`config.mk`:
```
export PLATFORM = sky130hd
export DESIGN_NAME = double_power_by_squaring_top
export DESIGN_NICKNAME = d
export VERILOG_FILES = /design/src/rtl/dps_pkg.sv /design/src/rtl/dps_fpu.sv /design/src/rtl/double_power_by_squaring_top.sv
export SDC_FILE = /design/constraint.sdc
export NUM_CORES = 2
export LEC_CHECK = 0
export BUFFER_PORTS_ARGS = -buffer_cell sky130_fd_sc_hd__buf_2
export CORE_ASPECT_RATIO = 0.5
export CORE_MARGIN = 2
export CORE_UTILIZATION = 40
export CTS_CLUSTER_SIZE = 12
export DETAILED_ROUTE_END_ITERATION = 10
export HOLD_SLACK_MARGIN = 0.06
export PLACE_DENSITY = 0.53
export SKIP_LAST_GASP = 1
export SLEW_MARGIN = 20
export SYNTH_ARGS = -nofsm -noshare
export SYNTH_HDL_FRONTEND = slang
export SYNTH_HIERARCHICAL = 1
export SYNTH_SLANG_ARGS = --single-unit
```
`constraint.sdc`:
```
create_clock -name clock -period 13.76 [get_ports clock]
set_input_delay 2.064 -clock clock [delete_from_list [all_inputs] [get_ports clock]]
set_output_delay 2.064 -clock clock [all_outputs]
set_load 0.02 [all_outputs]
```
`src/rtl/dps_pkg.sv`:
```
// Package with the shared types and constants of the double power by squaring block.
`default_nettype none
package dps_pkg;

   localparam logic [63:0] ONE_BITS  = 64'h3FF0_0000_0000_0000;
   localparam logic [63:0] DNAN_BITS = 64'hFFF8_0000_0000_0000;

   localparam int MANT_W = 53;
   localparam int PROD_W = 2 * MANT_W;
   localparam int XEXP_W = 14;

   typedef enum logic [2:0] {
      SEQ_IDLE,
      SEQ_DIV,
      SEQ_LOOP,
      SEQ_MUL_ACC,
      SEQ_MUL_SQ,
      SEQ_MUL_FIN,
      SEQ_OUT
   } seq_state_type;

   typedef enum logic [2:0] {
      FPU_IDLE,
      FPU_MULP,
      FPU_NORMX,
      FPU_DIVS,
      FPU_NORM,
      FPU_ROUND,
      FPU_DONE
   } fpu_state_type;

   typedef struct packed {
      logic start;
      logic div;
   } fpu_ctl_type;

endpackage
`default_nettype wire

```
`src/rtl/dps_fpu.sv`:
```
// Shared iterative double unit: multiply a by b, or reciprocal of a, rounded to nearest even.
`default_nettype none
module dps_fpu
   import dps_pkg::*;
(
   input  wire logic        clock,
   input  wire logic        reset,
   input  wire fpu_ctl_type ctl,
   input  wire logic [63:0] op_a,
   input  wire logic [63:0] op_b,
   output logic             done,
   output logic [63:0]      result
);

   fpu_state_type              ust_ff, ust_in;
   logic                       sign_ff, sign_in;
   logic signed [XEXP_W-1:0]   xexp_ff, xexp_in;
   logic [PROD_W-1:0]          acc_ff, acc_in;
   logic                       sticky_ff, sticky_in;
   logic [MANT_W-1:0]          ma_ff, ma_in;
   logic [MANT_W-1:0]          mb_ff, mb_in;
   logic [53:0]                prod_ff, prod_in;
   logic [6:0]                 step_ff, step_in;
   logic [53:0]                rem_ff, rem_in;
   logic [63:0]                res_ff, res_in;

   logic [10:0]              ea, eb;
   logic [51:0]              fa, fb;
   logic                     a_nan, b_nan, a_inf, b_inf, a_zero, b_zero;
   logic signed [XEXP_W-1:0] eav, ebv;
   logic [26:0]              pa, pb;
   logic [1:0]               pj;
   logic [PROD_W-1:0]        addend;
   logic [53:0]              rtwo;
   logic                     rnd_inc, rnd_st;
   logic [53:0]              rnd_m;
   logic [52:0]              fin_m;
   logic signed [XEXP_W-1:0] fin_x;
   logic [10:0]              fin_e;

   assign ea     = op_a[62:52];
   assign eb     = op_b[62:52];
   assign fa     = op_a[51:0];
   assign fb     = op_b[51:0];
   assign a_nan  = (ea == 11'h7FF) && (fa != 52'd0);
   assign b_nan  = (eb == 11'h7FF) && (fb != 52'd0);
   assign a_inf  = (ea == 11'h7FF) && (fa == 52'd0);
   assign b_inf  = (eb == 11'h7FF) && (fb == 52'd0);
   assign a_zero = (ea == 11'd0) && (fa == 52'd0);
   assign b_zero = (eb == 11'd0) && (fb == 52'd0);
   assign eav    = (ea == 11'd0) ? XEXP_W'(1) : $signed({3'b000, ea});
   assign ebv    = (eb == 11'd0) ? XEXP_W'(1) : $signed({3'b000, eb});

   always_comb begin
      pa = step_ff[1] ? ma_ff[52:26] : {1'b0, ma_ff[25:0]};
      pb = step_ff[0] ? mb_ff[52:26] : {1'b0, mb_ff[25:0]};
      pj = 2'(step_ff - 7'd1);
      unique case (pj)
         2'd0:    addend = {52'd0, prod_ff};
         2'd3:    addend = {prod_ff, 52'd0};
         default: addend = {26'd0, prod_ff, 26'd0};
      endcase
      rtwo    = {rem_ff[52:0], 1'b0};
      rnd_st  = sticky_ff | (|acc_ff[51:0]);
      rnd_inc = acc_ff[52] & (rnd_st | acc_ff[53]);
      rnd_m   = {1'b0, acc_ff[105:53]} + {53'd0, rnd_inc};
      fin_m   = rnd_m[53] ? rnd_m[53:1] : rnd_m[52:0];
      fin_x   = rnd_m[53] ? xexp_ff + XEXP_W'(1) : xexp_ff;
      fin_e   = fin_m[52] ? fin_x[10:0] : 11'd0;
   end

   always_comb begin
      ust_in    = ust_ff;
      sign_in   = sign_ff;
      xexp_in   = xexp_ff;
      acc_in    = acc_ff;
      sticky_in = sticky_ff;
      ma_in     = ma_ff;
      mb_in     = mb_ff;
      prod_in   = prod_ff;
      step_in   = step_ff;
      rem_in    = rem_ff;
      res_in    = res_ff;
      unique case (ust_ff)
         FPU_IDLE, FPU_DONE: begin
            ust_in = FPU_IDLE;
            if (ctl.start) begin
               acc_in    = '0;
               sticky_in = 1'b0;
               step_in   = '0;
               ust_in    = FPU_DONE;
               if (ctl.div) begin
                  sign_in = op_a[63];
                  if (a_nan) begin
                     res_in = op_a | 64'h0008_0000_0000_0000;
                  end else if (a_inf) begin
                     res_in = {op_a[63], 63'd0};
                  end else if (a_zero) begin
                     res_in = {op_a[63], 11'h7FF, 52'd0};
                  end else begin
                     ma_in   = {ea != 11'd0, fa};
                     xexp_in = eav;
                     ust_in  = FPU_NORMX;
                  end
               end else begin
                  sign_in = op_a[63] ^ op_b[63];
                  if (a_nan) begin
                     res_in = op_a | 64'h0008_0000_0000_0000;
                  end else if (b_nan) begin
                     res_in = op_b | 64'h0008_0000_0000_0000;
                  end else if ((a_inf && b_zero) || (a_zero && b_inf)) begin
                     res_in = DNAN_BITS;
                  end else if (a_inf || b_inf) begin
                     res_in = {op_a[63] ^ op_b[63], 11'h7FF, 52'd0};
                  end else if (a_zero || b_zero) begin
                     res_in = {op_a[63] ^ op_b[63], 63'd0};
                  end else begin
                     ma_in   = {ea != 11'd0, fa};
                     mb_in   = {eb != 11'd0, fb};
                     xexp_in = eav + ebv - XEXP_W'(1022);
                     ust_in  = FPU_MULP;
                  end
               end
            end
         end
         FPU_MULP: begin
            if (step_ff < 7'd4) begin
               prod_in = pa * pb;
            end
            if (step_ff != 7'd0) begin
               acc_in = acc_ff + addend;
            end
            step_in = step_ff + 7'd1;
            if (step_ff == 7'd4) begin
               ust_in = FPU_NORM;
            end
         end
         FPU_NORMX: begin
            if (ma_ff[52]) begin
               mb_in   = ma_ff;
               xexp_in = XEXP_W'(2046) - xexp_ff;
               rem_in  = 54'd1 << 51;
               ust_in  = FPU_DIVS;
            end else begin
               ma_in   = {ma_ff[51:0], 1'b0};
               xexp_in = xexp_ff - XEXP_W'(1);
            end
         end
         FPU_DIVS: begin
            if (rtwo >= {1'b0, mb_ff}) begin
               rem_in = rtwo - {1'b0, mb_ff};
               acc_in = {acc_ff[104:0], 1'b1};
            end else begin
               rem_in = rtwo;
               acc_in = {acc_ff[104:0], 1'b0};
            end
            step_in = step_ff + 7'd1;
            if (step_ff == 7'(PROD_W - 1)) begin
               sticky_in = (rtwo != {1'b0, mb_ff});
               ust_in    = FPU_NORM;
            end
         end
         FPU_NORM: begin
            if (xexp_ff < -XEXP_W'(108)) begin
               sticky_in = sticky_ff | (|acc_ff);
               acc_in    = '0;
               xexp_in   = XEXP_W'(1);
            end else if (!acc_ff[105] && (xexp_ff > XEXP_W'(1))) begin
               acc_in  = {acc_ff[104:0], 1'b0};
               xexp_in = xexp_ff - XEXP_W'(1);
            end else if (xexp_ff < XEXP_W'(1)) begin
               sticky_in = sticky_ff | acc_ff[0];
               acc_in    = {1'b0, acc_ff[105:1]};
               xexp_in   = xexp_ff + XEXP_W'(1);
            end else begin
               ust_in = FPU_ROUND;
            end
         end
         FPU_ROUND: begin
            if (fin_x >= XEXP_W'(2047)) begin
               res_in = {sign_ff, 11'h7FF, 52'd0};
            end else begin
               res_in = {sign_ff, fin_e, fin_m[51:0]};
            end
            ust_in = FPU_DONE;
         end
         default: begin
            ust_in = FPU_IDLE;
         end
      endcase
   end

   always_ff @(posedge clock) begin
      if (reset) begin
         ust_ff <= FPU_IDLE;
      end else begin
         ust_ff <= ust_in;
      end
      sign_ff   <= sign_in;
      xexp_ff   <= xexp_in;
      acc_ff    <= acc_in;
      sticky_ff <= sticky_in;
      ma_ff     <= ma_in;
      mb_ff     <= mb_in;
      prod_ff   <= prod_in;
      step_ff   <= step_in;
      rem_ff    <= rem_in;
      res_ff    <= res_in;
   end

   assign done   = (ust_ff == FPU_DONE);
   assign result = res_ff;

endmodule
`default_nettype wire

```
`src/rtl/double_power_by_squaring_top.sv`:
```
// Top level: square-and-multiply sequencer around the shared double unit.
// Exponents 0 and 1 bypass the arithmetic unit and go straight to the output stage; otherwise each
// exponent bit costs up to two double multiplies, and a negative exponent first costs one reciprocal.
// Throughput: one word at a time; req_tready is high only when the sequencer is idle.
// Subnormal operands or results lengthen a multiply or a reciprocal by extra normalising shift steps.
// Reset is synchronous and active high and clears the control state only.
`default_nettype none
module double_power_by_squaring_top
   import dps_pkg::*;
#(
   parameter int EXP_WIDTH = 32
)(
   input  wire logic                                   clock,
   input  wire logic                                   reset,
   input  wire logic                                   req_tvalid,
   output logic                                        req_tready,
   // Fields from bit 0: base_bits (64), exponent (EXP_WIDTH), zero fill.
   input  wire logic [((64 + EXP_WIDTH + 7) / 8) * 8 - 1:0] req_tdata,
   output logic                                        rsp_tvalid,
   input  wire logic                                   rsp_tready,
   // Fields from bit 0: result_bits (64).
   output logic [63:0]                                 rsp_tdata
);

   seq_state_type          st_ff, st_in;
   logic [63:0]            base_ff, base_in;
   logic [63:0]            acc_ff, acc_in;
   logic [63:0]            res_ff, res_in;
   logic [EXP_WIDTH-1:0]   mag_ff, mag_in;
   logic [63:0]            out_ff, out_in;
   logic                   out_vld_ff, out_vld_in;

   logic [63:0]            in_base;
   logic [EXP_WIDTH-1:0]   in_exp;
   fpu_ctl_type            fctl;
   logic [63:0]            fa, fb;
   logic                   fdone;
   logic [63:0]            fres;
   logic                   req_acc;

   assign in_base = req_tdata[63:0];
   assign in_exp  = req_tdata[64 +: EXP_WIDTH];
   assign req_acc = req_tvalid && req_tready;

   always_comb begin
      st_in      = st_ff;
      base_in    = base_ff;
      acc_in     = acc_ff;
      res_in     = res_ff;
      mag_in     = mag_ff;
      out_in     = out_ff;
      out_vld_in = out_vld_ff && !rsp_tready;
      fctl.start = 1'b0;
      fctl.div   = 1'b0;
      fa         = acc_ff;
      fb         = base_ff;
      unique case (st_ff)
         SEQ_IDLE: begin
            fa = in_base;
            if (req_acc) begin
               acc_in = ONE_BITS;
               if (in_exp == '0) begin
                  res_in = ONE_BITS;
                  st_in  = SEQ_OUT;
               end else if (in_exp == EXP_WIDTH'(1)) begin
                  res_in = in_base;
                  st_in  = SEQ_OUT;
               end else if (in_exp[EXP_WIDTH-1]) begin
                  mag_in     = '0 - in_exp;
                  fctl.start = 1'b1;
                  fctl.div   = 1'b1;
                  st_in      = SEQ_DIV;
               end else begin
                  mag_in  = in_exp;
                  base_in = in_base;
                  st_in   = SEQ_LOOP;
               end
            end
         end
         SEQ_DIV: begin
            if (fdone) begin
               base_in = fres;
               st_in   = SEQ_LOOP;
            end
         end
         SEQ_LOOP: begin
            fctl.start = 1'b1;
            if (mag_ff > EXP_WIDTH'(1)) begin
               if (mag_ff[0]) begin
                  st_in = SEQ_MUL_ACC;
               end else begin
                  fa    = base_ff;
                  st_in = SEQ_MUL_SQ;
               end
            end else begin
               st_in = SEQ_MUL_FIN;
            end
         end
         SEQ_MUL_ACC: begin
            fa = base_ff;
            if (fdone) begin
               acc_in     = fres;
               fctl.start = 1'b1;
               st_in      = SEQ_MUL_SQ;
            end
         end
         SEQ_MUL_SQ: begin
            if (fdone) begin
               base_in = fres;
               mag_in  = mag_ff >> 1;
               st_in   = SEQ_LOOP;
            end
         end
         SEQ_MUL_FIN: begin
            if (fdone) begin
               res_in = fres;
               st_in  = SEQ_OUT;
            end
         end
         SEQ_OUT: begin
            if (!out_vld_ff || rsp_tready) begin
               out_in     = res_ff;
               out_vld_in = 1'b1;
               st_in      = SEQ_IDLE;
            end
         end
         default: begin
            st_in = SEQ_IDLE;
         end
      endcase
   end

   always_ff @(posedge clock) begin
      if (reset) begin
         st_ff      <= SEQ_IDLE;
         out_vld_ff <= 1'b0;
      end else begin
         st_ff      <= st_in;
         out_vld_ff <= out_vld_in;
      end
      base_ff <= base_in;
      acc_ff  <= acc_in;
      res_ff  <= res_in;
      mag_ff  <= mag_in;
      out_ff  <= out_in;
   end

   dps_fpu u_fpu (
      .clock  (clock),
      .reset  (reset),
      .ctl    (fctl),
      .op_a   (fa),
      .op_b   (fb),
      .done   (fdone),
      .result (fres)
   );

   assign req_tready = (st_ff == SEQ_IDLE);
   assign rsp_tvalid = out_vld_ff;
   assign rsp_tdata  = out_ff;

`ifndef ASSERT_OFF
   a_rsp_hold: assert property (@(posedge clock) disable iff (reset)
      (rsp_tvalid && !rsp_tready) |=> (rsp_tvalid && $stable(rsp_tdata)))
      else $error("Result word changed or dropped while it was waiting.");

   a_accept_then_busy: assert property (@(posedge clock) disable iff (reset)
      req_acc |=> !req_tready)
      else $error("Block still ready right after accepting a word.");

   a_done_in_wait: assert property (@(posedge clock) disable iff (reset)
      fdone |-> (st_ff == SEQ_DIV || st_ff == SEQ_MUL_ACC || st_ff == SEQ_MUL_SQ
                 || st_ff == SEQ_MUL_FIN))
      else $error("Arithmetic unit finished while the sequencer was not waiting.");

   a_start_when_free: assert property (@(posedge clock) disable iff (reset)
      fctl.start |-> (st_ff == SEQ_IDLE || st_ff == SEQ_LOOP || fdone))
      else $error("Arithmetic unit started while it was still busy.");
`endif

endmodule
`default_nettype wire
```
==> results_dict.tcl <==
set metrics [dict create \
    grt.total_usage_pct 30.2 \
    hold_ws_ns 0.409 \
    fmax_mhz 101 \
    yosysWarnings 6 \
    seq_area_frac_synth_pct 30.4 \
    status "completed" \
    fin_skew_ns 0.0388 \
    drt_iter0_markers 7286 \
    synth_fp_nets 8581 \
    ys_ff_latch 701 \
    die-area_sq_um 176000 \
    io_buffer_count 165 \
    start_util_pct 40.4 \
    avgSynthCellArea_sq_um 9.24 \
    criticalPathCategory "register to register" \
    cts_made_buffers 77 \
    min_period_ns 9.93 \
    htree_levels 3 \
    relSlewSlack_pct 12.6 \
    die_x_microns 592 \
    ys.flop_type "edfxtp_1" \
    maxCapViolCount 0 \
    tightestPinTransition_ns 1.30 \
    grt_pass1_vias 55800 \
    drt_pass1_iterations 7 \
    fp.dieH_microns 298 \
    cp.required_ns 14.18 \
    yosysUniqueCellTypes 102 \
    io_pins 166 \
    cp.arrival_ns 10.34 \
    fin_nets 8517 \
    drc 0 \
    gp_congestion 0.956 \
    postSynthCellCount 7472 \
    cts_buffer_depth 3 \
    layout-drive-gt1-share_pct 8.33 \
    timing.final.crit_share_pct 72.1 \
    cts_setup_buffers 0 \
    critical_path.max_fanout 58 \
    multi_input_area_sq_um 43500 \
    syn2layout_area_growth_pct 8.22 \
    grt.overflow.total 0 \
    antenna_left 0 \
    synth_edf_count 694 \
    cts_resized 0 \
    finalSetupViolCount 0 \
    final.setup.tns_ns 0 \
    async_reset_ff_share_pct 0 \
    slowest_delay_ns 1.04 \
    rsz0062_at_grt "no" \
    path_common_cell "fa_1" \
    nFillCells 17000 \
    core_sq_um 171000 \
    dp_hpwl_mm 202 \
    wl_per_cell_microns 27.7 \
    crit_path_end_kind "register" \
    grt_pass1_wl_mm 392 \
    synth.cell_area_sq_um 69100 \
    clkLatencyLatePin_ns 0.70 \
    final_max_slew_viol_count 0 \
    root_buffer "clkbuf_16" \
    slowest_stage "a21boi_1" \
    path_clk_slew_ns 0.07 \
    cp-start-kind "register" \
    drt-total-wl_mm 270 \
    finalHoldViolations 0 \
    hp-class "register to register" \
    cts_sinks 701 \
    dr_total_vias 58400 \
    tritoncts "done" \
    grt_max_degree 81 \
    antenna_found_initial 17 \
    hold_buffers 0 \
    ff_latch_area_sq_um 21000 \
    via_per_inst 6.00 \
    rows 107 \
]
layer usage:
| layer | share of wire, % | vias up | track usage, % | wire length (microns) |
|---|---|---|---|---|
| met5 | 0.017 | - | 0 | 46 |
| met2 | 40 | 3055 | 41.6 | 108000 |
| met3 | 12 | 352 | 8.81 | 32500 |
| li1 | - | 25700 | - | - |
| met1 | 45 | 29400 | 45.9 | 122000 |
| met4 | 2.6 | 8 | 6.79 | 7030 |
critical path: cells and delay by family (launching register included):
family,cells,cell delay (ns)
adder cells (fa/ha/maj),8,3.80
XOR/XNOR,1,0.12
AO/OA/AOI/OAI,10,3.46
buffers and inverters,6,1.42
AND/OR/NAND/NOR,3,0.46
flip-flops,1,0.32
flip-flops by register name, summed over array words and instances, names as in the netlist:
| signal | cells |
|---|---|
| u_fpu/result | 64 |
| rsp_tdata | 64 |
| acc_ff | 64 |
| u_fpu/sign_ff | 1 |
| mag_ff | 32 |
| u_fpu/prod_ff | 54 |
| u_fpu/rem_ff | 53 |
| rsp_tvalid | 1 |
| u_fpu/xexp_ff | 14 |
| base_ff | 64 |
| u_fpu/sticky_ff | 1 |
| u_fpu/ma_ff | 53 |
| res_ff | 64 |
| u_fpu/ust_ff | 3 |
| u_fpu/acc_ff | 106 |
| st_ff | 3 |
| u_fpu/step_ff | 7 |
| u_fpu/mb_ff | 53 |
area by class of cell:
| cell class | instances | area share [%] |
|---|---|---|
| Inverter | 850 | 4.27 |
| Tap cell | 2289 | 3.83 |
| Timing Repair Buffer | 301 | 2.47 |
| Sequential cell | 701 | 28.1 |
| Clock buffer | 91 | 2.68 |
| Antenna cell | 2 | 0.00670 |
| Clock inverter | 34 | 0.486 |
| Multi-Input combinational cell | 5477 | 58.2 |
metrics by stage:
| stage | cells | util [%] | setup WS [ns] | instance area (sq um) |
|---|---|---|---|---|
| 2_1_floorplan | 7472 | - | 1.13 | 69100 |
| 3_3_place_gp | 9618 | 42.4 | 4.24 | 72400 |
| 3_5_place_dp | 9618 | 42.4 | 4.11 | 72400 |
| 4_1_cts | 9743 | 43.7 | 4.07 | 74700 |
| 5_1_grt | 9744 | 43.7 | 3.31 | 74700 |
| 6_report | 9745 | 43.7 | 3.83 | 74700 |
final timing paths:
kind	startpoint	end	slack, ns	cells past startpoint
min reg2reg	res_ff[28]	rsp_tdata[28]	0.41	0
max	u_fpu/step_ff[0]	u_fpu/prod_ff[53]	3.83	28
max reg2reg	u_fpu/step_ff[0]	u_fpu/prod_ff[53]	3.83	28
min	res_ff[28]	rsp_tdata[28]	0.41	0
layout by cell type, fill, tap and decap left out, types with 52 or more instances in the layout:
cell type / Yosys / layout
nand3_1: 113 / 113
nand2_1: 1036 / 1030
a22o_1: 84 / 84
buf_2: 27 / 165
o22ai_1: 56 / 56
nor3_1: 80 / 76
mux2_2: 94 / 94
nor4_1: 81 / 80
a21oi_1: 372 / 371
ha_1: 382 / 380
buf_4: 1 / 136
inv_1: 850 / 850
nand3b_1: 56 / 56
nor2_1: 574 / 565
nand4_1: 96 / 96
nand2b_1: 52 / 52
o21ai_0: 371 / 356
fa_1: 627 / 627
xor2_1: 126 / 126
and2_1: 99 / 95
a22oi_1: 212 / 212
and3_1: 87 / 87
xnor2_1: 170 / 170
a221o_1: 73 / 73
a21o_1: 106 / 106
edfxtp_1: 694 / 694
clkbuf_16: 0 / 78
logic make-up after synthesis:
kind of cell | after synthesis | share of synthesized area (%)
fa+ha+maj | 1010 | 25.1
flops | 701 | 30.4
mux | 131 | 2.07
xor+xnor | 296 | 3.75
compound gates | 1623 | 15.5
buf+inv | 1294 | 7.18
simple gates | 2417 | 16.0
Yosys cell counts (44+ instances only):
library cell	n	share of area, %
nand4_1	96	0.87
xor2_1	126	1.6
clkbuf_1	380	2.1
nand2b_1	52	0.47
ha_1	382	6.9
o22ai_1	56	0.51
o21bai_1	45	0.49
o21ai_0	371	2.7
nor3_1	80	0.58
edfxtp_1	694	30
a21o_1	106	1.2
nor2_1	574	3.1
a22oi_1	212	2.3
nand3_1	113	0.82
nor2b_1	44	0.40
nor4_1	81	0.73
xnor2_1	170	2.2
and2_1	99	0.90
and3_1	87	0.79
mux2_2	94	1.5
fa_1	627	18
inv_1	850	4.6
a22o_1	84	1.1
nand3b_1	56	0.61
nand2_1	1036	5.6
a221o_1	73	1.1
a21oi_1	372	2.7
Power is left out: the tool's default activity adds up to more than one toggle a clock period on the data nets, which glitch-free logic cannot reach.
